`config.mk`:
```
export PLATFORM = sky130hd
export DESIGN_NAME = mtep_in_reg
export DESIGN_NICKNAME = d
export VERILOG_FILES = /design/src/sv/mtep_in_reg.sv
export SDC_FILE = /design/constraint.sdc
export NUM_CORES = 1
export LEC_CHECK = 0
export ABC_AREA = 1
export ABC_CLOCK_PERIOD_IN_PS = 2300
export CAP_MARGIN = 0
export CELL_PAD_IN_SITES_DETAIL_PLACEMENT = 1
export CELL_PAD_IN_SITES_GLOBAL_PLACEMENT = 1
export CORE_AREA = 2 2 39 41
export CTS_CLUSTER_SIZE = 25
export DETAILED_ROUTE_END_ITERATION = 7
export DIE_AREA = 0 0 41 43
export DONT_BUFFER_PORTS = 1
export HOLD_SLACK_MARGIN = 0.03
export PLACE_DENSITY_LB_ADDON = 0.1
export SYNTH_ARGS = -nofsm -noshare
export SYNTH_HDL_FRONTEND = slang
export SYNTH_SLANG_ARGS = --single-unit
```
`constraint.sdc`:
```
create_clock -name clk_i -period 2.3 [get_ports clk_i]
set_input_delay 0.46 -clock clk_i [delete_from_list [all_inputs] [get_ports clk_i]]
set_output_delay 0.46 -clock clk_i [all_outputs]
set_load 0.01 [all_outputs]
```
`src/sv/mtep_in_reg.sv`:
```
// mtep_in_reg: input byte register in front of the parser
// depends on nothing but the clock and reset
module mtep_in_reg (
  input  logic       clk_i,
  input  logic       rst_ni,
  input  logic       valid_i,
  input  logic [7:0] byte_i,
  output logic       ready_o,
  input  logic       advance_i,
  output logic       full_o,
  output logic [7:0] byte_o
);

  logic       full_q, full_d;
  logic [7:0] byte_q;

  assign ready_o = !full_q || advance_i;
  assign full_d  = (valid_i && ready_o) || (full_q && !advance_i);

  always_ff @(posedge clk_i or negedge rst_ni) begin
    if (!rst_ni) begin
      full_q <= 1'b0;
    end else begin
      full_q <= full_d;
    end
  end

  always_ff @(posedge clk_i) begin
    if (valid_i && ready_o) begin
      byte_q <= byte_i;
    end
  end

  assign full_o = full_q;
  assign byte_o = byte_q;

endmodule

```
==> run_results.csv <==
group,metric,value,unit
route,drt_iter0_markers,1,
route,firstDrtPassIters,2,
sta,max_slew_margin,0.890,
run,cap_violations,0,
layout,n_fill_cell,156,
layout,area_growth,22.4,%
clocking,cts.sinks,9,
setup_path,worstPathCellList,"nand2_1",
placement,place_area,313,um^2
sta,fmax,767,MHz
logic_synthesis,yosys_warnings,0,
clocking,cts-root-buf,"clkbuf_4",
floorplan,die_area,1760,um^2
global_routing,grt_pass1_vias,151,
layout,multi_input_area,12.5,um^2
clocking,cts_inserted_buffers,3,
floorplan,fp.dieH,43,um
setup_path,crit_slowest_cell,"dfrtp_1",
placement,io_buffers,0,
setup_path,worst_setup_path_start_kind,"register",
route,postRouteAntennaNets,0,
floorplan,chipWidth,41,um
layout,final-seq-area,265,um^2
logic_synthesis,synthAdderAreaFrac,0,
logic_synthesis,yosysTopAreaCell,"edfxtp_1",
setup_path,cpLargestDelayFamily,"flip-flops",
global_routing,grt_max_degree,9,
route,drc,0,
global_routing,gr-total-overflow,0,
power_and_ir_drop,p_leak,0.129,nW
clocking,path_clk_slew,60,ps
placement,place.gp.congestion,0.533,
setup_path,worstPathRequired,1840,ps
setup_path,arrival,840,ps
layout,layout-drive-gt1-share,0.200,
power_and_ir_drop,fin_total_pwr,326,uW
clocking,cts_buffer_depth,2,
logic_synthesis,synth_mux_area_frac,0,
route,wl,505,um
global_routing,antenna_found_initial,0,
logic_synthesis,yosys.area_share.simple,0.0263,
clocking,clock_latency,250,ps
global_routing,grt_use_total,0.0700,
layout,final_common_cell,"edfxtp_1",
layout,final_cell_area,349,um^2
sta,worstMarginPinSlew,165,ps
logic_synthesis,synth.area.top_cells,"edfxtp_1, dfrtp_1, inv_1, nand2_1, a21oi_1",
logic_synthesis,synth_cell_types,5,
sta,hold_viol,0,
clocking,post_cts.repair.setup_buffers,0,
route,wl_per_cell,14.0,um
setup_path,critical_path_buf_inv_count,0,
global_routing,grt_pass1_wl,669,um
setup_path,crit_path_end_kind,"output port",
logic_synthesis,seq_area_frac_synth,0.930,
logic_synthesis,synth-compound-area-share,0.0175,
route,vias,135,
layout,nNetsFinal,33,
logic_synthesis,syn_area_per_cell,20.4,um^2
logic_synthesis,synthesis.nets,26,
sta,rsz0062_at_grt,"no",
sta,period_share,0.567,
setup_path,worst-path-max-fanout,3,
logic_synthesis,ys_ff_latch,9,
layout,n_antenna_cell,0,
logic_synthesis,netlist_area,285,um^2
setup_path,critPathMaxStageDelay,430,ps
clocking,cts_max_level,1,
min_path,hold_class,"primary input to register",
status,status,"finished, final reports clean",
logic_synthesis,synth_top_family_by_area,"buffers and inverters",
logic_synthesis,synthCells,14,
floorplan,num_io_pins,22,
power_and_ir_drop,vdd_drop_max,0.144,mV
route,routed_via_density,3.75,
floorplan,row_count,14,
clocking,cts_tree,"built",
placement,hpwl,389,um
power_and_ir_drop,pwr_density_cell,934,nW/um^2
sta,finalSetupViolations,0,
sta,maxSlewViolCount,0,
logic_synthesis,synthXorXnorAreaFrac,0,
logic_synthesis,synth_top_area_frac,0.842,
floorplan,core,1380,um^2
setup_path,crit_type,"register to output port",
floorplan,initial_core_util,0.206,
sta,period_minus_slack,1300,ps
layout,layout_common_cells,"edfxtp_1, clkbuf_4, inv_1, nand2_1",
sta,fin_tns_setup,0,ps
sta,fin_skew,3.11,ps
==> stage by stage <==
stage | util | setup slack (ps) | cells | hold slack (ps)
3_3_place_gp | 0.226 | 1220 | 31 | 164
6_report | 0.252 | 997 | 36 | 300
2_1_floorplan | - | 990 | 14 | 164
4_1_cts | 0.252 | 982 | 36 | 288
5_1_grt | 0.252 | 947 | 36 | 279
3_5_place_dp | 0.226 | 1200 | 31 | 164
==> what timing repair did <==
action | in CTS | in global routing
resized for setup | 0 | 0
hold endpoints to repair | 1 | 0
hold buffers | 1 | 0
==> cells in the mapped netlist <==
cell type / number
dfrtp_1: 1
a21oi_1: 1
edfxtp_1: 8
inv_1: 2
nand2_1: 2
==> final cells by class <==
cell class | count | area share
timing repair buffer | 2 | 0.0502
inverter | 2 | 0.0215
multi-input combinational | 3 | 0.0358
tap | 16 | 0.0573
clock buffer | 4 | 0.0753
sequential | 9 | 0.760
==> worst paths after layout <==
| path | startpoint | end | slack [ps] | cells after the start |
|---|---|---|---|---|
| worst max-delay path | full_o$_DFF_PN0_ | ready_o | 1000 | 1 |
| worst min-delay path | byte_i[5] | byte_o[5]$_DFFE_PP_ | 300 | 0 |
| worst max register to register | full_o$_DFF_PN0_ | byte_o[3]$_DFFE_PP_ | 1230 | 2 |
| worst min register to register | full_o$_DFF_PN0_ | full_o$_DFF_PN0_ | 680 | 2 |
| max in group asynchronous | rst_ni | full_o$_DFF_PN0_ | 1790 | 1 |
| min in group asynchronous | rst_ni | full_o$_DFF_PN0_ | 410 | 1 |
==> sequential cells by signal, summed over array words and instances, names as in the netlist <==
| register | cells |
|---|---|
| byte_o | 8 |
| full_o | 1 |
==> cells by family after synthesis <==
kind of cell,count (synthesis)
simple gates,2
flops,9
buf+inv,2
compound gates,1
==> power by group <==
part,total (mW),leakage (nW),switching (mW),internal [mW]
clock network,0.118,0.0150,0.0513,0.0666
registers,0.198,0.0869,0.00802,0.190
logic,0.0105,0.0270,0.00676,0.00374
==> per-layer routing <==
| metal | GRT usage | routed length (um) |
|---|---|---|
| met1 | 0.0565 | 173 |
| met2 | 0.0938 | 288 |
| met3 | 0.0524 | 43 |
| met4 | 0.0800 | 0 |
| met5 | 0 | 0 |
Power figures use the tool's default switching activity.
