**src/sv/mtep_pkg.sv**
```systemverilog
// mtep_pkg: types, codes and helper functions of the midi track event parser
// used by the parser, the result register, the top level and the output channel interface
package mtep_pkg;

  localparam int unsigned LEN_BITS_DEF = 32;

  localparam logic [7:0] STATUS_META  = 8'hFF;
  localparam logic [7:0] STATUS_SYSEX = 8'hF0;
  localparam logic [7:0] STATUS_ESC   = 8'hF7;
  localparam logic [7:0] STATUS_RT    = 8'hF8;
  localparam logic [7:0] STATUS_SYS   = 8'hF0;
  localparam logic [6:0] DATA_MASK    = 7'h7F;
  localparam logic [3:0] CMD_PROGRAM  = 4'hC;
  localparam logic [3:0] CMD_CH_PRESS = 4'hD;

  typedef enum logic [2:0] {
    PH_WAIT  = 3'd0,
    PH_CHAN  = 3'd1,
    PH_MTYPE = 3'd2,
    PH_MLEN  = 3'd3,
    PH_MDATA = 3'd4,
    PH_SLEN  = 3'd5,
    PH_SDATA = 3'd6
  } phase_e;

  typedef enum logic [2:0] {
    EV_CHANNEL  = 3'd0,
    EV_REALTIME = 3'd1,
    EV_META     = 3'd2,
    EV_SYSEX_F0 = 3'd3,
    EV_SYSEX_F7 = 3'd4,
    EV_ERROR    = 3'd5
  } event_kind_e;

  typedef struct packed {
    event_kind_e event_kind;
    logic [7:0]  status_byte;
    logic [3:0]  channel;
    logic [7:0]  first_data;
    logic [7:0]  second_data;
    logic [1:0]  data_count;
    logic [7:0]  meta_kind;
    logic [7:0]  payload_byte;
    logic        payload_valid;
    logic        last;
    logic        used_running;
  } result_t;

  function automatic logic needs_two(input logic [7:0] status);
    logic [3:0] cmd;
    cmd = status[7:4];
    return !(cmd == CMD_PROGRAM || cmd == CMD_CH_PRESS);
  endfunction

  function automatic event_kind_e sysex_kind(input logic [7:0] status);
    return (status == STATUS_SYSEX) ? EV_SYSEX_F0 : EV_SYSEX_F7;
  endfunction

endpackage

```
**src/sv/mtep_parser.sv**
```systemverilog
// mtep_parser: parse state and one-byte step of the track event parser
// depends on mtep_pkg for phases, codes and the result struct
module mtep_parser
  import mtep_pkg::*;
#(
  parameter int unsigned LEN_BITS = LEN_BITS_DEF
) (
  input  logic       clk_i,
  input  logic       rst_ni,
  input  logic       step_i,
  input  logic [7:0] byte_i,
  output logic       res_valid_o,
  output result_t    res_o
);

  phase_e                phase_q, phase_d;
  logic [7:0]            run_status_q, run_status_d;
  logic [7:0]            cur_status_q, cur_status_d;
  logic [7:0]            meta_type_q, meta_type_d;
  logic [LEN_BITS-1:0]   len_q, len_d;
  logic [LEN_BITS-1:0]   cnt_q, cnt_d;
  logic                  need_two_q, need_two_d;
  logic                  seen_q, seen_d;
  logic [7:0]            held_q, held_d;
  logic                  run_flag_q, run_flag_d;

  logic [LEN_BITS-1:0]   len_new;
  logic [LEN_BITS-1:0]   cnt_inc;
  logic                  fin;

  assign len_new = {len_q[LEN_BITS-8:0], byte_i[6:0] & DATA_MASK};
  assign cnt_inc = cnt_q + LEN_BITS'(1);
  assign fin     = (cnt_inc >= len_q);

  always_comb begin
    phase_d      = phase_q;
    run_status_d = run_status_q;
    cur_status_d = cur_status_q;
    meta_type_d  = meta_type_q;
    len_d        = len_q;
    cnt_d        = cnt_q;
    need_two_d   = need_two_q;
    seen_d       = seen_q;
    held_d       = held_q;
    run_flag_d   = run_flag_q;
    res_valid_o  = 1'b0;
    res_o        = '0;
    res_o.last   = 1'b1;

    case (phase_q)
      PH_WAIT: begin
        if (byte_i[7]) begin
          if (byte_i == STATUS_META) begin
            cur_status_d = byte_i;
            run_status_d = '0;
            phase_d      = PH_MTYPE;
          end else if (byte_i == STATUS_SYSEX || byte_i == STATUS_ESC) begin
            cur_status_d = byte_i;
            run_status_d = '0;
            len_d        = '0;
            phase_d      = PH_SLEN;
          end else if (byte_i >= STATUS_RT) begin
            res_valid_o       = 1'b1;
            res_o.event_kind  = EV_REALTIME;
            res_o.status_byte = byte_i;
            res_o.channel     = byte_i[3:0];
          end else if (byte_i >= STATUS_SYS) begin
            run_status_d = '0;
          end else begin
            cur_status_d = byte_i;
            run_status_d = byte_i;
            need_two_d   = needs_two(byte_i);
            seen_d       = 1'b0;
            run_flag_d   = 1'b0;
            phase_d      = PH_CHAN;
          end
        end else if (run_status_q == '0) begin
          res_valid_o      = 1'b1;
          res_o.event_kind = EV_ERROR;
          res_o.first_data = byte_i;
        end else begin
          cur_status_d = run_status_q;
          need_two_d   = needs_two(run_status_q);
          run_flag_d   = 1'b1;
          if (!needs_two(run_status_q)) begin
            res_valid_o        = 1'b1;
            res_o.event_kind   = EV_CHANNEL;
            res_o.status_byte  = run_status_q;
            res_o.channel      = run_status_q[3:0];
            res_o.first_data   = byte_i;
            res_o.data_count   = 2'd1;
            res_o.used_running = 1'b1;
          end else begin
            held_d  = byte_i;
            seen_d  = 1'b1;
            phase_d = PH_CHAN;
          end
        end
      end
      PH_CHAN: begin
        if (!seen_q && need_two_q) begin
          held_d = byte_i;
          seen_d = 1'b1;
        end else begin
          phase_d            = PH_WAIT;
          seen_d             = 1'b0;
          res_valid_o        = 1'b1;
          res_o.event_kind   = EV_CHANNEL;
          res_o.status_byte  = cur_status_q;
          res_o.channel      = cur_status_q[3:0];
          res_o.used_running = run_flag_q;
          if (!seen_q) begin
            res_o.first_data = byte_i;
            res_o.data_count = 2'd1;
          end else begin
            res_o.first_data  = held_q;
            res_o.second_data = byte_i;
            res_o.data_count  = 2'd2;
          end
        end
      end
      PH_MTYPE: begin
        meta_type_d = byte_i;
        len_d       = '0;
        phase_d     = PH_MLEN;
      end
      PH_MLEN, PH_SLEN: begin
        len_d = len_new;
        if (!byte_i[7]) begin
          cnt_d = '0;
          if (len_new == '0) begin
            phase_d           = PH_WAIT;
            res_valid_o       = 1'b1;
            res_o.status_byte = cur_status_q;
            res_o.channel     = cur_status_q[3:0];
            if (cur_status_q == STATUS_META) begin
              res_o.event_kind = EV_META;
              res_o.meta_kind  = meta_type_q;
            end else begin
              res_o.event_kind = sysex_kind(cur_status_q);
            end
          end else begin
            phase_d = (phase_q == PH_MLEN) ? PH_MDATA : PH_SDATA;
          end
        end
      end
      PH_MDATA, PH_SDATA: begin
        res_valid_o         = 1'b1;
        res_o.status_byte   = cur_status_q;
        res_o.channel       = cur_status_q[3:0];
        res_o.payload_byte  = byte_i;
        res_o.payload_valid = 1'b1;
        res_o.last          = fin;
        if (phase_q == PH_MDATA) begin
          res_o.event_kind = EV_META;
          res_o.meta_kind  = meta_type_q;
        end else begin
          res_o.event_kind = sysex_kind(cur_status_q);
        end
        if (fin) begin
          phase_d = PH_WAIT;
          cnt_d   = '0;
        end else begin
          cnt_d = cnt_inc;
        end
      end
      default: begin
        phase_d = PH_WAIT;
      end
    endcase
  end

  always_ff @(posedge clk_i or negedge rst_ni) begin
    if (!rst_ni) begin
      phase_q      <= PH_WAIT;
      run_status_q <= '0;
      cur_status_q <= '0;
      meta_type_q  <= '0;
      len_q        <= '0;
      cnt_q        <= '0;
      need_two_q   <= 1'b0;
      seen_q       <= 1'b0;
      held_q       <= '0;
      run_flag_q   <= 1'b0;
    end else if (step_i) begin
      phase_q      <= phase_d;
      run_status_q <= run_status_d;
      cur_status_q <= cur_status_d;
      meta_type_q  <= meta_type_d;
      len_q        <= len_d;
      cnt_q        <= cnt_d;
      need_two_q   <= need_two_d;
      seen_q       <= seen_d;
      held_q       <= held_d;
      run_flag_q   <= run_flag_d;
    end
  end

endmodule

```
**config.mk**
```make
export PLATFORM = sky130hd
export DESIGN_NAME = mtep_parser
export DESIGN_NICKNAME = d
export VERILOG_FILES = /design/src/sv/mtep_pkg.sv /design/src/sv/mtep_parser.sv
export SDC_FILE = /design/constraint.sdc
export NUM_CORES = 1
export LEC_CHECK = 0
export BUFFER_PORTS_ARGS = -buffer_cell sky130_fd_sc_hd__buf_2
export CORE_MARGIN = 1
export CORE_UTILIZATION = 35
export CTS_CLUSTER_DIAMETER = 40
export CTS_CLUSTER_SIZE = 28
export DETAILED_ROUTE_END_ITERATION = 8
export PLACE_DENSITY_LB_ADDON = 0.25
export SLEW_MARGIN = 20
export SYNTH_ARGS = -nofsm -noshare
export SYNTH_HDL_FRONTEND = slang
export SYNTH_SLANG_ARGS = --single-unit
```
**constraint.sdc**
```tcl
create_clock -name clk_i -period 7.75 [get_ports clk_i]
set_input_delay 2.325 -clock clk_i [delete_from_list [all_inputs] [get_ports clk_i]]
set_output_delay 2.325 -clock clk_i [all_outputs]
set_load 0.1 [all_outputs]
```
==> results of run 1 <==
[through the flow]
step | utilization [%] | worst slack (ps) | instance area, µm² | total power [mW] | hold WS [ps]
2_1_floorplan | - | 132 | 6440 | 2.07 | 466
3_3_place_gp | 38.2 | 579 | 6890 | 2.34 | 483
3_5_place_dp | 38.2 | 467 | 6890 | 2.34 | 490
4_1_cts | 39.8 | 458 | 7180 | 2.80 | 508
5_1_grt | 39.9 | 274 | 7180 | 2.95 | 515
6_report | 39.9 | 432 | 7180 | 2.79 | 505
[cell usage after synthesis, types with 4 or more instances]
master	n
o21ai_0	30
mux2i_1	7
nand2b_1	6
mux2_2	17
or3_1	6
nor2b_1	10
a22oi_1	5
a211oi_1	4
inv_1	40
nand4_1	21
clkbuf_1	35
and3_1	8
a21oi_1	21
xnor2_1	23
ha_1	33
o2bb2ai_1	5
xor2_1	8
a31o_2	4
and2_1	19
nand3_1	21
a22o_1	46
o31ai_1	9
a21o_1	7
nand2_1	85
o21ai_2	9
buf_4	4
nor3_1	14
dfrtp_1	102
buf_2	10
nor2_1	31
nor4_1	15
[where the power goes]
group	internal (mW)	total [mW]	switching, mW
logic	0.378	1.49	1.11
registers	0.667	0.841	0.174
clock network	0.227	0.459	0.232
[flip-flops by register name, summed over array words and instances (netlist names)]
register	flops
len_q	32
meta_type_q	8
cur_status_q	8
need_two_q	1
seen_q	1
run_flag_q	1
phase_q	3
held_q	8
cnt_q	32
run_status_q	8
[worst reg2reg max path, cell delays in order (launching register included)]
cell and delay (ps):
dfrtp_1 440, ha_1 280, nand4_1 310, nor3_1 420, nand3_1 190, xnor2_1 180, ha_1 290, nand4_1 140
or4_1 550, o32a_1 340, a21oi_4 180, buf_4 290, nor3_2 180, mux2_1 320
[worst max path at each step]
stage	depth (start not counted)	endpoint	slack, ps	startpoint
6_report	8	res_o[39]	430	byte_i[0]
5_1_grt	8	res_o[14]	270	byte_i[0]
2_1_floorplan	8	res_o[41]	130	byte_i[5]
3_3_place_gp	8	res_o[43]	580	byte_i[0]
4_1_cts	8	res_o[39]	460	byte_i[0]
3_5_place_dp	8	res_o[39]	470	byte_i[0]
[metal layers]
layer | part of all wire, % | GRT usage [%]
met1 | 48 | 27.0
met2 | 47 | 30.7
met3 | 3.5 | 2.24
met4 | 1.2 | 5.98
met5 | 0 | 0
[logic make-up (layout without fill, tap and decap cells)]
kind of cell               after synthesis  in the layout  synth area share, %
AOI/OAI and AO/OA                      167            167                 19.1
and+or+nand+nor                        250            250                 19.6
xor gates and xnor gates                31             31                 4.21
muxes                                   28             28                 4.93
DFF                                    102            102                 39.6
buffers and inverters                   93            130                 6.15
adders and majority gates               33             33                 6.41
[layout make-up]
class,count,area (µm²)
Fill cell,1850,10800
Multi-Input combinational cell,509,3510
Sequential cell,102,2550
Timing Repair Buffer,73,393
Tap cell,229,287
Clock buffer,9,225
Inverter,41,155
Clock inverter,7,63.8
==> flow_summary.ini, run 1 <==
[route]
ant_nets = 0
drcViolationCount = 0
routed_wl_um = 16800
vias = 5332
viasPerCell = 5.50
drt_iter0_drc = 384
drt_first_pass_iters = 4
post_drt_wl_per_cell_um = 17.3

[yosys]
yosys.area.top_type = dfrtp_1
ys_seq_area_share_pct = 39.6
yosysUniqueCellTypes = 67
yosys_warnings = 0
synth_async_sr_flop_share_pct = 100
synth_ff_type = dfrtp_1
synth_edf_count = 0
syn_area_per_cell_um2 = 9.15
synth.top_cell.area_share_pct = 39.6
syn_nets = 748
syn-instance-count = 704
synthTopCellsByArea = dfrtp_1 40%, ha_1 6.4%, a22o_1 6.3%
syn-cell-area_mm2 = 0.00644
synth-seq-cells = 102

[hold_path]
worst_hold_path.num_cells = 1
hold_class = flop to flop
min_from = len_q[26]$_DFFE_PN0P_
min_to = len_q[26]$_DFFE_PN0P_

[cells_and_area]
layout_commonest_cell = dfrtp_1
final_cells = 970
areaGrowthSynthToFinish_pct = 11.5
nets = 780
diodes = 0
drive_gt1_share_pct = 18.1
layout_common_cells = 102 x dfrtp_1, 85 x nand2_1, 62 x buf_2

[clock_network]
clk_pin_slew_ps = 70
clock_latency_ps = 360
htree_levels = 3
postCtsHoldBufs = 0
cts_root_buffer = clkbuf_16
post_cts_resized = 0
cts.path.max_buffers = 2
cts.sinks = 102
cts_made_buffers = 9
cts_tree = done
postCtsSetupBuffers = 0

[setup_path]
crit_family = simple AND/OR/NAND/NOR gates
cpPeakStageDelay_ps = 560
cp-start-kind = input pin
worstSetupEndpointType = output port
cp_common_cell = buf_2
worst_ep_required_time_ps = 5430
path_class = input pin to output port
path_buf_inv = 2
r2r_setup_slack_ps = 3520
worstPathMaxFanout = 12
reg2reg_from = cnt_q[0]$_DFFE_PN0P_
path_cells = buf_2, nor4_1, nand3_1, nor3_1, nor3b_1, a311o_1, o2bb2ai_1, buf_2
cp_slowest_cell = nor3b_1
r2r_end = cnt_q[0]$_DFFE_PN0P_
cp.arrival_ps = 4990
worst_r2r_path_depth = 13

[floorplan]
ios = 64
die_w_um = 138
initial_core_util_pct = 35.8
core_mm2 = 0.0180
dieArea_mm2 = 0.0190
die_h_um = 138
std_cell_rows = 49

[timing]
worstMarginPinSlew_ps = 1090
tns_ps = 0
timing.final.crit_share_pct = 94.4
slew_headroom_pct = 27.2
rsz0062_at_grt = no
fmaxAchievable_ghz = 0.137
hold_viol = 0
skew_ps = 7.38
maxSlewViolCount = 0
finalCriticalPeriod_ps = 7320
finalSetupViolCount = 0

[placement]
dp.cells = 954
dp_hpwl_um = 11700
io_buffer_count = 63
place_congestion = 0.781

[job]
max_cap_viol_count = 0

[pwr]
cellLeakagePower_nw = 3.29
powerDensity_mw_per_mm2 = 388
ir_worst_vdd_mv = 0.293

[global_routing]
grt_usage_pct = 19.2
grt_overflow = 0
grt_pass1_wl_um = 27900
grt_max_degree = 66
antenna_found_initial = 0
grt_pass1_vias = 5176

[run_status]
status = finished clean
Power figures use the tool's default switching activity.
==> inputs of run 2 (changes only) <==
Clock period 7.75 ns to 6.4 ns, I/O delays scaled along.
==> flow_summary.ini, run 2 (synthesis gave the netlist of run 1 again) <==
[route]
post_drt_wl_per_cell_um = 17.9
routed_wl_um = 17400
drcViolationCount = 0
ant_nets = 0
drt_first_pass_iters = 5
viasPerCell = 5.64
drt_iter0_drc = 304
vias = 5499

[cells_and_area]
drive_gt1_share_pct = 20.1
final_area_mm2 = 0.00761
layout_commonest_cell = dfrtp_1
diodes = 0
final_cells = 975
reg.largest.list = cnt_q x32, len_q x32
areaGrowthSynthToFinish_pct = 18.2
nets = 785
post-route-util_pct = 42.2
layout_common_cells = 102 x dfrtp_1, 85 x nand2_1, 46 x a22o_1

[floorplan]
core_mm2 = 0.0180
dieArea_mm2 = 0.0190
ios = 64
die_h_um = 138
std_cell_rows = 49
initial_core_util_pct = 35.8
die_w_um = 138

[placement]
place_area_mm2 = 0.00731
place_congestion = 0.842
io_buffer_count = 63
dp_slack_ps = 122
dp.cells = 959
dp_hpwl_um = 12600

[timing]
finalSetupViolCount = 0
timing.final.crit_share_pct = 97.2
worstMarginPinSlew_ps = 1060
skew_ps = 8.03
tns_ps = 0
whs_ps = 507
fin_ws_ps = 182
maxSlewViolCount = 0
fmaxAchievable_ghz = 0.161
slew_headroom_pct = 28.8
hold_viol = 0
finalCriticalPeriod_ps = 6220

[setup_path]
worst_r2r_path_depth = 13
path_class = input pin to output port
worstSetupEndpointType = output port
r2r_setup_slack_ps = 2260
reg2reg_from = cnt_q[0]$_DFFE_PN0P_
r2r_end = cnt_q[0]$_DFFE_PN0P_
cp.arrival_ps = 4300
cp-start-kind = input pin
worst_ep_required_time_ps = 4480
worstPathMaxFanout = 8

[pwr]
swShare_pct = 52.5
p_sw_mw = 1.87
pwr-share-comb_pct = 56.2
pwr-share-seq_pct = 28.6
cellLeakagePower_nw = 3.39
powerDensity_mw_per_mm2 = 467
clock_power_share_pct = 15.2
p_int_mw = 1.69
p_total_mw = 3.56
ir_worst_vdd_mv = 0.488

[clock_network]
cts_root_buffer = clkbuf_16
htree_levels = 3
clock_latency_ps = 360
postCtsHoldBufs = 0
cts_made_buffers = 9
cts.sinks = 102
cts.path.max_buffers = 2
cts_tree = done
clk_pin_slew_ps = 70

[hold_path]
min_to = len_q[31]$_DFFE_PN0P_
worst_hold_path.num_cells = 1
min_from = len_q[31]$_DFFE_PN0P_
hold_class = flop to flop

[job]
max_cap_viol_count = 0

[global_routing]
grt_usage_pct = 19.2
grt_max_degree = 60
use_met1_pct = 24.2
gr-usage-met2_pct = 33.5
grt_overflow = 0
grt_busiest_layer = met2
grt.met3_usage_pct = 2.28
grt_pass1_wl_um = 28000
grt_pass1_vias = 5387
antenna_found_initial = 0

[run_status]
status = finished clean
-- run 2: changes by cell type in the layout (fill, tap and decap cells not counted), moves of 2 or more --
cell	previous run	this run
buf_2	62	39
nor3_2	1	4
nor3_1	14	11
buf_12	0	23
o2bb2ai_2	0	4
buf_4	11	16
nor2b_2	0	2
nor2b_1	10	8
o2bb2ai_1	5	1
-- run 2: worst max path at each step --
stage                                     from        end  slack (ps)
after floorplan                      byte_i[5]  res_o[49]        -170
after global placement               byte_i[0]  res_o[39]         250
after CTS                            byte_i[0]  res_o[38]         120
after detailed placement             byte_i[0]  res_o[38]         120
after global routing      cnt_q[0]$_DFFE_PN0P_   res_o[1]         -10
final                                byte_i[0]  res_o[18]         180
-- run 2: power groups by stage --
stage	logic [mW]	registers, mW	clock network [mW]
floorplan	1.61	0.920	0
finish	2.00	1.02	0.540
detailed placement	2.00	1.03	0
global placement	1.97	1.02	0
CTS	2.00	1.02	0.557
global route	2.12	1.05	0.583
-- run 2: layer usage --
layer	vias up	wire length, µm
met5	-	0
met4	0	423
met3	37	558
met1	2728	7750
met2	133	8710
li1	2601	-
-- run 2: final cells by class --
type | instances | area [µm²]
clock buffer | 10 | 229
clock inverter | 6 | 58.8
fill | 1738 | 10400
inverter | 41 | 155
multi-input combinational | 509 | 3560
sequential | 102 | 2550
tap | 229 | 287
timing repair buffer | 78 | 776
-- run 2: repair_timing --
action                                  CTS  global route
endpoints found under the setup margin    0            14
buffers inserted                          0             0
resized for setup                         0             4
-- run 2: critical path: stages --
cell     delay, ps
buf_2          110
nor4_1         530
nand3_1        150
nor3_1         390
nor3b_1        280
buf_4          170
a21oi_1        230
nor2b_1        290
buf_12         210
