### config.mk
export PLATFORM = sky130hd
export DESIGN_NAME = mtep_out_reg
export DESIGN_NICKNAME = d
export VERILOG_FILES = /design/src/sv/mtep_pkg.sv /design/src/sv/mtep_out_reg.sv
export SDC_FILE = /design/constraint.sdc
export NUM_CORES = 1
export LEC_CHECK = 0
export BUFFER_PORTS_ARGS = -buffer_cell sky130_fd_sc_hd__buf_2
export CORE_ASPECT_RATIO = 1.2
export CORE_MARGIN = 10
export CORE_UTILIZATION = 40
export CTS_CLUSTER_DIAMETER = 100
export CTS_CLUSTER_SIZE = 14
export DETAILED_ROUTE_END_ITERATION = 10
export PLACE_DENSITY = 0.82
export SLEW_MARGIN = 20
export SYNTH_ARGS = -nofsm -noshare
export SYNTH_HDL_FRONTEND = slang
export SYNTH_SLANG_ARGS = --single-unit
export TNS_END_PERCENT = 5
### constraint.sdc
create_clock -name clk_i -period 1.08 [get_ports clk_i]
set_clock_uncertainty 0.2 [all_clocks]
set_input_delay 0.054 -clock clk_i [delete_from_list [all_inputs] [get_ports clk_i]]
set_output_delay 0.054 -clock clk_i [all_outputs]
set_load 0.03 [all_outputs]
### src/sv/mtep_pkg.sv
// mtep_pkg: types, codes and helper functions of the midi track event parser
// used by the parser, the result register, the top level and the output channel interface
package mtep_pkg;

  localparam int unsigned LEN_BITS_DEF = 32;

  localparam logic [7:0] STATUS_META  = 8'hFF;
  localparam logic [7:0] STATUS_SYSEX = 8'hF0;
  localparam logic [7:0] STATUS_ESC   = 8'hF7;
  localparam logic [7:0] STATUS_RT    = 8'hF8;
  localparam logic [7:0] STATUS_SYS   = 8'hF0;
  localparam logic [6:0] DATA_MASK    = 7'h7F;
  localparam logic [3:0] CMD_PROGRAM  = 4'hC;
  localparam logic [3:0] CMD_CH_PRESS = 4'hD;

  typedef enum logic [2:0] {
    PH_WAIT  = 3'd0,
    PH_CHAN  = 3'd1,
    PH_MTYPE = 3'd2,
    PH_MLEN  = 3'd3,
    PH_MDATA = 3'd4,
    PH_SLEN  = 3'd5,
    PH_SDATA = 3'd6
  } phase_e;

  typedef enum logic [2:0] {
    EV_CHANNEL  = 3'd0,
    EV_REALTIME = 3'd1,
    EV_META     = 3'd2,
    EV_SYSEX_F0 = 3'd3,
    EV_SYSEX_F7 = 3'd4,
    EV_ERROR    = 3'd5
  } event_kind_e;

  typedef struct packed {
    event_kind_e event_kind;
    logic [7:0]  status_byte;
    logic [3:0]  channel;
    logic [7:0]  first_data;
    logic [7:0]  second_data;
    logic [1:0]  data_count;
    logic [7:0]  meta_kind;
    logic [7:0]  payload_byte;
    logic        payload_valid;
    logic        last;
    logic        used_running;
  } result_t;

  function automatic logic needs_two(input logic [7:0] status);
    logic [3:0] cmd;
    cmd = status[7:4];
    return !(cmd == CMD_PROGRAM || cmd == CMD_CH_PRESS);
  endfunction

  function automatic event_kind_e sysex_kind(input logic [7:0] status);
    return (status == STATUS_SYSEX) ? EV_SYSEX_F0 : EV_SYSEX_F7;
  endfunction

endpackage

### src/sv/mtep_out_reg.sv
// mtep_out_reg: result register between the parser and the output channel
// depends on mtep_pkg for the result struct
module mtep_out_reg
  import mtep_pkg::*;
(
  input  logic    clk_i,
  input  logic    rst_ni,
  input  logic    load_i,
  input  result_t res_i,
  input  logic    ready_i,
  output logic    free_o,
  output logic    valid_o,
  output result_t res_o
);

  logic    valid_q, valid_d;
  result_t res_q;

  assign free_o  = !valid_q || ready_i;
  assign valid_d = load_i || (valid_q && !ready_i);

  always_ff @(posedge clk_i or negedge rst_ni) begin
    if (!rst_ni) begin
      valid_q <= 1'b0;
    end else begin
      valid_q <= valid_d;
    end
  end

  always_ff @(posedge clk_i) begin
    if (load_i) begin
      res_q <= res_i;
    end
  end

  assign valid_o = valid_q;
  assign res_o   = res_q;

endmodule

==> results of run 1 <==
-- what timing repair did --
item / CTS / global route
hold buffers: 54 / 0
hold endpoints to repair: 54 / 0
setup buffers: 1 / 1
setup endpoints to repair: 54 / 54
resized for setup: 106 / 0
-- layer usage --
| layer | up-vias | routed length, microns | share of wire [%] | GRT usage, % |
|---|---|---|---|---|
| li1 | 568 | - | - | - |
| met1 | 612 | 1570 | 27 | 12.0 |
| met3 | 8 | 291 | 4.9 | 4.93 |
| met2 | 60 | 3900 | 66 | 35.8 |
| met4 | 0 | 168 | 2.8 | 7.34 |
| met5 | - | 0 | 0 | 0 |
-- stage by stage --
stage               setup TNS, ps  setup WS [ps]  utilization (%)  power [mW]  hold slack, ps
floorplan                       0           28.0                -        2.87            -442
finish                      -1730           -103             83.5        4.86            12.7
global route                -3420           -131             83.5        5.01            25.0
detailed placement              0            159             57.9        3.19            -368
CTS                         -1540           -110             83.2        4.85           -75.5
global placement                0            176             57.9        3.17            -371
-- registers in the layout (all words and copies together) (netlist names) --
signal   flops
valid_o      1
res_o       52
-- area by class of cell --
type / count / area, sq um
well taps: 54 / 67.6
clock buffers: 6 / 72.6
clock inverters: 2 / 38.8
diodes: 1 / 2.50
fillers: 192 / 647
repair buffers: 167 / 1470
flip-flops and latches: 53 / 1590
multi-input cells: 2 / 22.5
-- cells by family (layout without fill, tap and decap cells) --
kind of cell / count (synthesis) / in the layout
buffers and inverters: 0 / 175
other: 0 / 1
flip-flops: 53 / 53
AND/OR/NAND/NOR: 2 / 2
-- Yosys cell counts --
cell and instances:
dfrtp_1 1, nand2b_2 1, edfxtp_1 52, nand2b_4 1
-- worst max-delay path, delay by kind of cell, from the launching register on --
family	cells	cell delay (ps)
DFF	1	420
and+or+nand+nor	1	90
buffers and inverters	1	130
-- power by group through the flow --
stage / registers (mW) / logic, mW / clock network (mW)
after floorplan: 2.86 / 0.0127 / 0
after global placement: 2.51 / 0.657 / 0
after detailed placement: 2.52 / 0.666 / 0
after CTS: 2.52 / 1.01 / 1.32
after global routing: 2.55 / 1.06 / 1.40
final: 2.53 / 1.02 / 1.31
-- worst max-delay path by stage --
stage | from | endpoint | slack (ps) | cells after the start
CTS | valid_o | free_o | -110 | 2
detailed placement | valid_o | free_o | 160 | 2
floorplan | valid_o | valid_o | 30 | 2
global route | valid_o | free_o | -130 | 2
global placement | valid_o | free_o | 180 | 2
finish | valid_o | free_o | -100 | 2
-- cells in the final DEF, fill, tap and decap left out, drive strengths merged --
| master | instances |
|---|---|
| dlygate4sd3 | 54 |
| bufinv | 1 |
| diode | 1 |
| clkbuf | 6 |
| buf | 113 |
| nand2b | 2 |
| edfxtp | 52 |
| clkinv | 1 |
| dfrtp | 1 |
==> results by group, run 1 <==
Drt
  – DR vias: ~1200
  – DRT iter0 DRCs: 56
  – Total wire length: between 5000 and 6000 microns
  – Drt pass-1 iters: 4
  – Vias/cell: roughly 4.4
  – # DRC: 0
  – Final ANT Viol Nets: 0
  – DR WL/cell: 20.8 microns

Pwr
  – NetSw: ~1.2 mW
  – Combinational Power Share: 21.0%
  – PwrDens: roughly 1500 nW/um^2
  – Worst vdd ir: about 0.0012 V
  – Leak pwr: around 1.4 nW
  – Sw Share: roughly a quarter
  – Sequential power share: 52.1%
  – Internal power: between 3 and 4 mW
  – Clock power frac: 26.9%

Worst setup path
  – Worst R2R Setup Slack: approximately 30 ps
  – Worst r2r path cells: 4
  – Worst reg2reg path endpoint: valid_o
  – Critical Path End Type: primary output
  – Critical Path RT: 830 ps
  – CP Max Fanout: 2
  – Worst R2R Start: valid_o
  – CP cell instances: nand2b_4 > buf_6
  – CP max stage delay: 420 ps
  – Critical-path top delay cell: dfrtp_1
  – Crit path arrival time: about 930 ps
  – Crit start category: flip-flop
  – Kind of critical path: flip-flop to primary output

Clock network
  – Clock Tree Root: clkbuf_8
  – Clock sinks: 53
  – CTS Buf Count: 5
  – Reg clk slew, reported paths: ~90 ps
  – CTS tree: built
  – Clock Path Buffers: 2
  – Clock latency on the worst-skew pair: ~300 ps
  – H-tree level count: 2

Logic synthesis
  – Area leader, netlist: edfxtp_1
  – Complex-gate fraction of the synthesized area: 0%
  – Synth unique cells: 4
  – Synth Area in Adders: 0%
  – Top cell type's share of synthesized area: a little over nine tenths
  – Post-synthesis simple-gate area fraction: between 1 and 1.5%
  – Syn Area/Cell: slightly below 30 sq um
  – Synth top area cells: edfxtp_1 97%, dfrtp_1 1.6%, nand2b_4 0.86%, nand2b_2 0.54%
  – Post-synthesis sequential area ratio: 98.6%
  – Syn_nets: 111
  – Post-synthesis xor/xnor area fraction: 0%
  – Mux contribution to synthesized area: 0%
  – Synthesized cell area: about 1600 sq um
  – Largest family of logic cells by synthesized area: simple AND/OR/NAND/NOR gates
  – Synth warn: 0
  – Yosys reg bits: 53
  – Gate Count Post-Synth: 55

Worst hold path
  – Hold path endpoint: valid_o
  – Hold wc startpoint: ready_i
  – WHS Path Cells: 5
  – Hold crit path type: input pin to flip-flop

Timing
  – Slew @ Worst Pin: 159 ps
  – Max Fclk: ~0.85 GHz
  – Finish-stage setup viols: 52
  – Setup ws final: -103 ps
  – Slew headroom: 89.4%
  – Fin crit share: 110%
  – Tmin final: ~1200 ps
  – Fin. max-slew vios: 0
  – RSZ-0062 raised after global routing: yes
  – Final number of hold-violating endpoints: 0

Die
  – Starting density of the core: between 40 and 50%
  – Die area: 6970 sq um
  – Die width: about 80 microns
  – Core Box Area: ~3900 sq um
  – # rows: 25
  – IO Pins: 110
  – Die Y: slightly below 90 microns

Layout
  – Post-Layout Inst Area: roughly 3300 sq um
  – Layout Nets: approximately 290
  – Layout Cells excl Fill: between 200 and 300
  – Share of layout cells above drive strength 1: 53.0%
  – Synth-to-Final Area Change: 103%

Global route
  – Number of global-route vias before repair: 1482
  – First-pass GRT wire length: approximately 8300 microns
  – Antenna violations before repair: 1
  – GRT overflow: 0
  – Largest net degree at the start of global routing: 30
  – GRT Overall Usage: 16.3%

Outcome
  – Outcome: complete, but fails checks
  – Failing checks: negative setup slack

Placed design
  – Cell Area, Placed: about 2300 sq um
  – I/O Buffers: 109
  – Cell total after placement: 220
  – Gpl congestion: about 0.68

Flow run
  – Max-cap violation count: 0
(Power assumes the default switching activity.)
==> inputs of run 2 (changes only) <==
--- a/config.mk
+++ b/config.mk
@@ -7,7 +7,6 @@
 export LEC_CHECK = 0
 export BUFFER_PORTS_ARGS = -buffer_cell sky130_fd_sc_hd__buf_2
 export CORE_ASPECT_RATIO = 1.2
-export CORE_MARGIN = 10
 export CORE_UTILIZATION = 40
 export CTS_CLUSTER_DIAMETER = 100
 export CTS_CLUSTER_SIZE = 14
==> results by group, run 2 (same netlist as run 1, synthesis figures left out) <==
Pwr
  – Total Power: 5.07 mW (+4.3%)
  – Worst vdd ir: 0.00139 V (+12%)
  – PwrDens: 1550 nW/um^2 (+4.2%)
  – Leak pwr: 1.39 nW (+0.53%)

Drt
  – Vias/cell: 4.42 (+0.98%)
  – # DRC: 0 (unchanged)
  – DR WL/cell: 19.2 microns (-7.8%)
  – DRT iter0 DRCs: 36 (-36%)
  – DR vias: 1247 (-0.080%)
  – Final ANT Viol Nets: 0 (unchanged)
  – Total wire length: 5410 microns (-8.8%)
  – Drt pass-1 iters: 4 (unchanged)

Die
  – IO Pins: 110 (unchanged)
  – # rows: 24 (-4.0%)
  – Starting density of the core: 42.9% (+1.7 points)
  – Die width: 59.9 microns (-23%)
  – Core Box Area: 3750 sq um (-4.0%)
  – Die Y: 71.5 microns (-20%)
  – Die area: 4280 sq um (-39%)

Clock network
  – Clock latency on the worst-skew pair: 290 ps (about the same)
  – CTS Hold Bufs: 54 (unchanged)
  – Reg clk slew, reported paths: 80 ps (about the same)
  – Clock Tree Root: clkbuf_8
  – Clock Path Buffers: 2 (unchanged)
  – CTS Buf Count: 5 (unchanged)
  – Clock sinks: 53 (unchanged)
  – H-tree level count: 2 (unchanged)
  – CTS tree: built

Timing
  – Setup TNS: -1580 ps (+150 ps)
  – Slew @ Worst Pin: 175 ps (+15.2 ps)
  – Fin crit share: 110% (+0.64 points)
  – Tmin final: 1190 ps (+6.88 ps)
  – RSZ-0062 raised after global routing: yes
  – Final number of hold-violating endpoints: 1 (+1)
  – Setup ws final: -110 ps (-6.88 ps)
  – Fin. max-slew vios: 0 (unchanged)
  – Final hold slack: -47.2 ps (-59.9 ps)
  – Finish-stage setup viols: 52 (unchanged)
  – Slew headroom: 88.4% (-1.0 points)
  – Max Fclk: 0.840 GHz (-0.58%)

Global route
  – M3 GR Usage: 7.40% (+2.5 points)
  – GRT Overall Usage: 26.6% (+10 points)
  – Global routing's busiest layer: met2
  – Antenna violations before repair: 0 (-1)
  – GRT overflow: 0 (unchanged)
  – First-pass GRT wire length: 7550 microns (-9.4%)
  – M1 GR Usage: 20.3% (+8.3 points)
  – Global-route track usage on met2: 55.7% (+20 points)
  – Number of global-route vias before repair: 1402 (-5.4%)
  – Largest net degree at the start of global routing: 34 (+13%)

Placed design
  – I/O Buffers: 109 (unchanged)
  – Hpwl dp: around 2400 microns
  – Cell Area, Placed: 2250 sq um (-0.33%)
  – Gpl congestion: 0.745 (+10%)
  – Pre-CTS WS: 159 ps (-0.438 ps)

Worst setup path
  – WP buf/inv: 1 (unchanged)
  – Worst r2r path cells: 3 (-1)
  – Worst R2R Setup Slack: 90 ps (+60 ps)
  – Critical Path End Type: primary output
  – Crit path arrival time: 940 ps (about the same)
  – Worst reg2reg path endpoint: valid_o
  – Family with the most delay on the worst path: flip-flops
  – Worst R2R Start: valid_o
  – Critical-path top delay cell: dfrtp_1
  – Critical Path RT: 830 ps (about the same)
  – Crit start category: flip-flop
  – Kind of critical path: flip-flop to primary output
  – Critical Path End: free_o
  – CP cell instances: nand2b_4 > buf_6
  – Worst setup path start: valid_o
  – Crit path depth: 2 (unchanged)
  – CP max stage delay: 430 ps (about the same)
  – CP Max Fanout: 2 (unchanged)

Outcome
  – Outcome: complete, but fails checks
  – Failing checks: negative hold slack, negative setup slack

Layout
  – Ant diodes: 0 (-1)
  – Layout Nets: 285 (unchanged)
  – Share of layout cells above drive strength 1: 53.5% (+0.43 points)
  – Commonest non-fill, non-tap cells in the layout: 56 x buf_2, 54 x dlygate4sd3_1, 52 x buf_6, 52 x edfxtp_1, 5 x clkbuf_8
  – Max reg flops: 52 (unchanged)
  – Commonest non-fill, non-tap cell in the layout: buf_2
  – Post-Layout Inst Area: 3260 sq um (about the same)
  – Synth-to-Final Area Change: 103% (about the same)

Flow run
  – Max-cap violation count: 0 (unchanged)

Worst hold path
  – Hold crit path type: input pin to flip-flop
run 2: cell count changes in the layout (fill, tap and decap cells not counted):
cell | previous run | this run
buf_6 | 53 | 52
clkinv_2 | 0 | 1
buf_12 | 2 | 1
clkinv_4 | 1 | 0
clkbuf_1 | 1 | 0
bufinv_16 | 1 | 2
buf_4 | 2 | 3
clkbuf_4 | 0 | 1
diode_2 | 1 | 0
run 2: worst min path at each step:
stage	to	cells past startpoint	from
after global placement	valid_o	1	rst_ni
after floorplan	valid_o	0	rst_ni
after global routing	valid_o	4	ready_i
after detailed placement	valid_o	1	rst_ni
after CTS	valid_o	3	ready_i
final	valid_o	4	ready_i
run 2: power breakdown:
group | switching [mW] | total (mW) | internal (mW)
registers | 0.0919 | 2.53 | 2.44
clock network | 0.603 | 1.52 | 0.920
logic | 0.511 | 1.01 | 0.499
total | 1.21 | 5.07 | 3.86
run 2: area by class of cell:
| cell class | count | area [sq um] |
|---|---|---|
| Multi-Input combinational cell | 2 | 22.5 |
| Clock buffer | 5 | 68.8 |
| Sequential cell | 53 | 1590 |
| Clock inverter | 3 | 65.1 |
| Tap cell | 52 | 65.1 |
| Timing Repair Buffer | 167 | 1460 |
| Fill cell | 162 | 489 |
run 2: what timing repair did:
action | 4_1_cts | 5_1_grt
hold endpoints to repair | 54 | 1
buffers inserted | 0 | 1
gates resized for setup | 104 | 1
endpoints found under the setup margin | 54 | 54
run 2: through the flow:
step | std cells | util (%) | hold slack (ps)
floorplan | 55 | - | -442
global placement | 219 | 60.1 | -370
detailed placement | 219 | 60.1 | -368
CTS | 281 | 86.7 | -173
global route | 282 | 87.0 | -43.2
finish | 282 | 87.0 | -47.2
run 2: per-layer routing:
layer	share of wire [%]	vias up
li1	-	565
met1	28	593
met2	61	77
met3	6.5	12
met4	3.9	0
met5	0	-
run 2: worst register-to-register path, cell delays in order (launching register included):
cell	delay (ps)
dfrtp_1	430
nand2b_4	100
buf_4	110
nand2b_2	50
==> inputs of run 3 (changes only) <==
--- a/config.mk
+++ b/config.mk
@@ -7,11 +7,11 @@
 export LEC_CHECK = 0
 export BUFFER_PORTS_ARGS = -buffer_cell sky130_fd_sc_hd__buf_2
 export CORE_ASPECT_RATIO = 1.2
-export CORE_UTILIZATION = 40
+export CORE_UTILIZATION = 35
 export CTS_CLUSTER_DIAMETER = 100
 export CTS_CLUSTER_SIZE = 14
 export DETAILED_ROUTE_END_ITERATION = 10
-export PLACE_DENSITY = 0.82
+export PLACE_DENSITY = 0.73
 export SLEW_MARGIN = 20
 export SYNTH_ARGS = -nofsm -noshare
 export SYNTH_HDL_FRONTEND = slang
==> results by group, run 3 (same netlist as run 1, synthesis figures left out) <==
Outcome
  – Outcome: complete, but fails checks
  – Failing checks: negative hold slack, negative setup slack

Layout
  – Layout fillers: 229 (+41%)
  – Max reg flops: 52 (unchanged)
  – Commonest non-fill, non-tap cells in the layout: 56 x buf_2, 54 x dlygate4sd3_1, 53 x buf_6
  – Synth-to-Final Area Change: 104%
  – Post-Layout Inst Area: 3280 sq um (+0.54%)
  – Commonest non-fill, non-tap cell in the layout: buf_2
  – Layout Nets: 284 (-0.35%)
  – Multi-input combinational cell area: 22.5 sq um (unchanged)
  – Storage element area: 1590 sq um (unchanged)
  – Ant diodes: 0 (unchanged)
  – Share of layout cells above drive strength 1: 53.3% (-0.20 points)
  – Fin util: 75.9% (-11 points)

Worst setup path
  – CP max stage delay: 420 ps (about the same)
  – Critical Path RT: 830 ps (about the same)
  – Critical Path End Type: primary output
  – Crit start category: flip-flop
  – CP cell instances: nand2b_4 > buf_6
  – Crit path arrival time: 920 ps (-20 ps)
  – Critical-path top delay cell: dfrtp_1
  – Kind of critical path: flip-flop to primary output
  – CP Max Fanout: 2 (unchanged)

Placed design
  – Cell Area, Placed: 2260 sq um (+0.44%)
  – Gpl congestion: 0.677 (-9.1%)
  – I/O Buffers: 109 (unchanged)

Pwr
  – Leak pwr: 1.39 nW (+0.10%)
  – PwrDens: 1550 nW/um^2 (-0.13%)
  – Worst vdd ir: 0.00117 V (-16%)

Global route
  – Largest net degree at the start of global routing: 29 (-15%)
  – Number of global-route vias before repair: 1356 (-3.3%)
  – GRT overflow: 0 (unchanged)
  – GRT Overall Usage: 19.4% (-7.2 points)
  – First-pass GRT wire length: 6630 microns (-12%)
  – Antenna violations before repair: 0 (unchanged)

Timing
  – Setup ws final: -95.5 ps (+14.8 ps)
  – Final number of hold-violating endpoints: 1 (unchanged)
  – Tmin final: 1180 ps (-14.8 ps)
  – Slew @ Worst Pin: 161 ps (-13.8 ps)
  – Fin. max-slew vios: 0 (unchanged)
  – Fin crit share: 109% (-1.4 points)
  – Max Fclk: 0.851 GHz (+1.3%)
  – Finish-stage setup viols: 53 (+1.9%)
  – RSZ-0062 raised after global routing: yes
  – Final hold slack: -73.4 ps (-26.2 ps)
  – Slew headroom: 89.4% (+1.0 points)

Drt
  – Vias/cell: 4.25 (-4.0%)
  – Drt pass-1 iters: 4 (unchanged)
  – DRT iter0 DRCs: 21 (-42%)
  – DR WL/cell: 15.9 microns (-17%)
  – # DRC: 0 (unchanged)
  – Final ANT Viol Nets: 0 (unchanged)
  – Total wire length: 4520 microns (-16%)
  – DR vias: 1210 (-3.0%)

Clock network
  – CTS Hold Bufs: 54 (unchanged)
  – CTS tree: built
  – Clock Tree Root: clkbuf_8
  – H-tree level count: 2 (unchanged)
  – Clock sinks: 53 (unchanged)
  – Clock Path Buffers: 2 (unchanged)
  – Reg clk slew, reported paths: 90 ps (about the same)
  – Clock latency on the worst-skew pair: 300 ps (about the same)
  – CTS Buf Count: 5 (unchanged)

Die
  – Core Box Area: 4330 sq um (+15%)
  – # rows: 26 (+8.3%)
  – Die width: 63.9 microns (+6.7%)
  – Starting density of the core: 37.2% (-5.7 points)
  – Die Y: 76.3 microns (+6.7%)
  – Die area: 4870 sq um (+14%)
  – IO Pins: 110 (unchanged)

Flow run
  – Max-cap violation count: 0 (unchanged)

Worst hold path
  – Hold crit path type: input pin to flip-flop
-- run 3: changes by cell type in the layout (fill, tap and decap cells not counted), sizes merged --
cell | previous run | this run
inv | 0 | 1
clkbuf | 6 | 5
clkinv | 1 | 0
-- run 3: layout make-up --
class	instances	share of cell area, %
clock inverters	3	2.10
well taps	56	2.13
repair buffers	166	44.6
multi-input cells	2	0.686
flip-flops and latches	53	48.3
clock buffers	5	2.10
-- run 3: path summary, 6_finish.rpt --
path | start | end | slack [ps] | cells after the start
setup / recovery | valid_o | free_o | -100 | 2
max in group asynchronous | rst_ni | valid_o | 200 | 3
hold reg to reg | valid_o | valid_o | 470 | 3
hold / removal | ready_i | valid_o | -70 | 4
min in group asynchronous | rst_ni | valid_o | 370 | 3
setup reg to reg | valid_o | valid_o | 130 | 3
-- run 3: per-stage QoR --
| step | instances | setup TNS (ps) | total power [mW] | worst slack (ps) |
|---|---|---|---|---|
| CTS | 285 | -1510 | 5.08 | -103 |
| detailed placement | 222 | 0 | 3.16 | 174 |
| floorplan | 55 | 0 | 2.87 | 28.0 |
| global route | 285 | -3190 | 5.24 | -124 |
| global placement | 222 | 0 | 3.15 | 181 |
| finish | 285 | -1510 | 5.09 | -95.5 |
-- run 3: timing repair --
item / in CTS / in global routing
buffers inserted: 1 / 0
resized for setup: 106 / 0
setup endpoints to repair: 54 / 54
hold endpoints to repair: 54 / 1
cloned: 0 / 0
-- run 3: routing by layer --
layer  GRT usage (%)  vias to the layer above  share of wire [%]
li1                -                      565                  -
met1            18.1                      559                 34
met2            34.9                       79                 54
met3            9.43                        7                 11
met4            8.41                        0                1.7
met5               0                        -                  0
-- run 3: worst max-delay path: cells and delay by family, from the launching register on --
family	cells	cell delay (ps)
DFF	1	420
and+or+nand+nor	1	80
buffers and inverters	1	120
-- run 3: power by group --
part           switching, mW  leakage (nW)  internal (mW)  total [mW]
Sequential            0.0816         0.520           2.44        2.52
Clock                  0.636        0.0687          0.932        1.57
Combinational          0.494         0.801          0.503       0.997
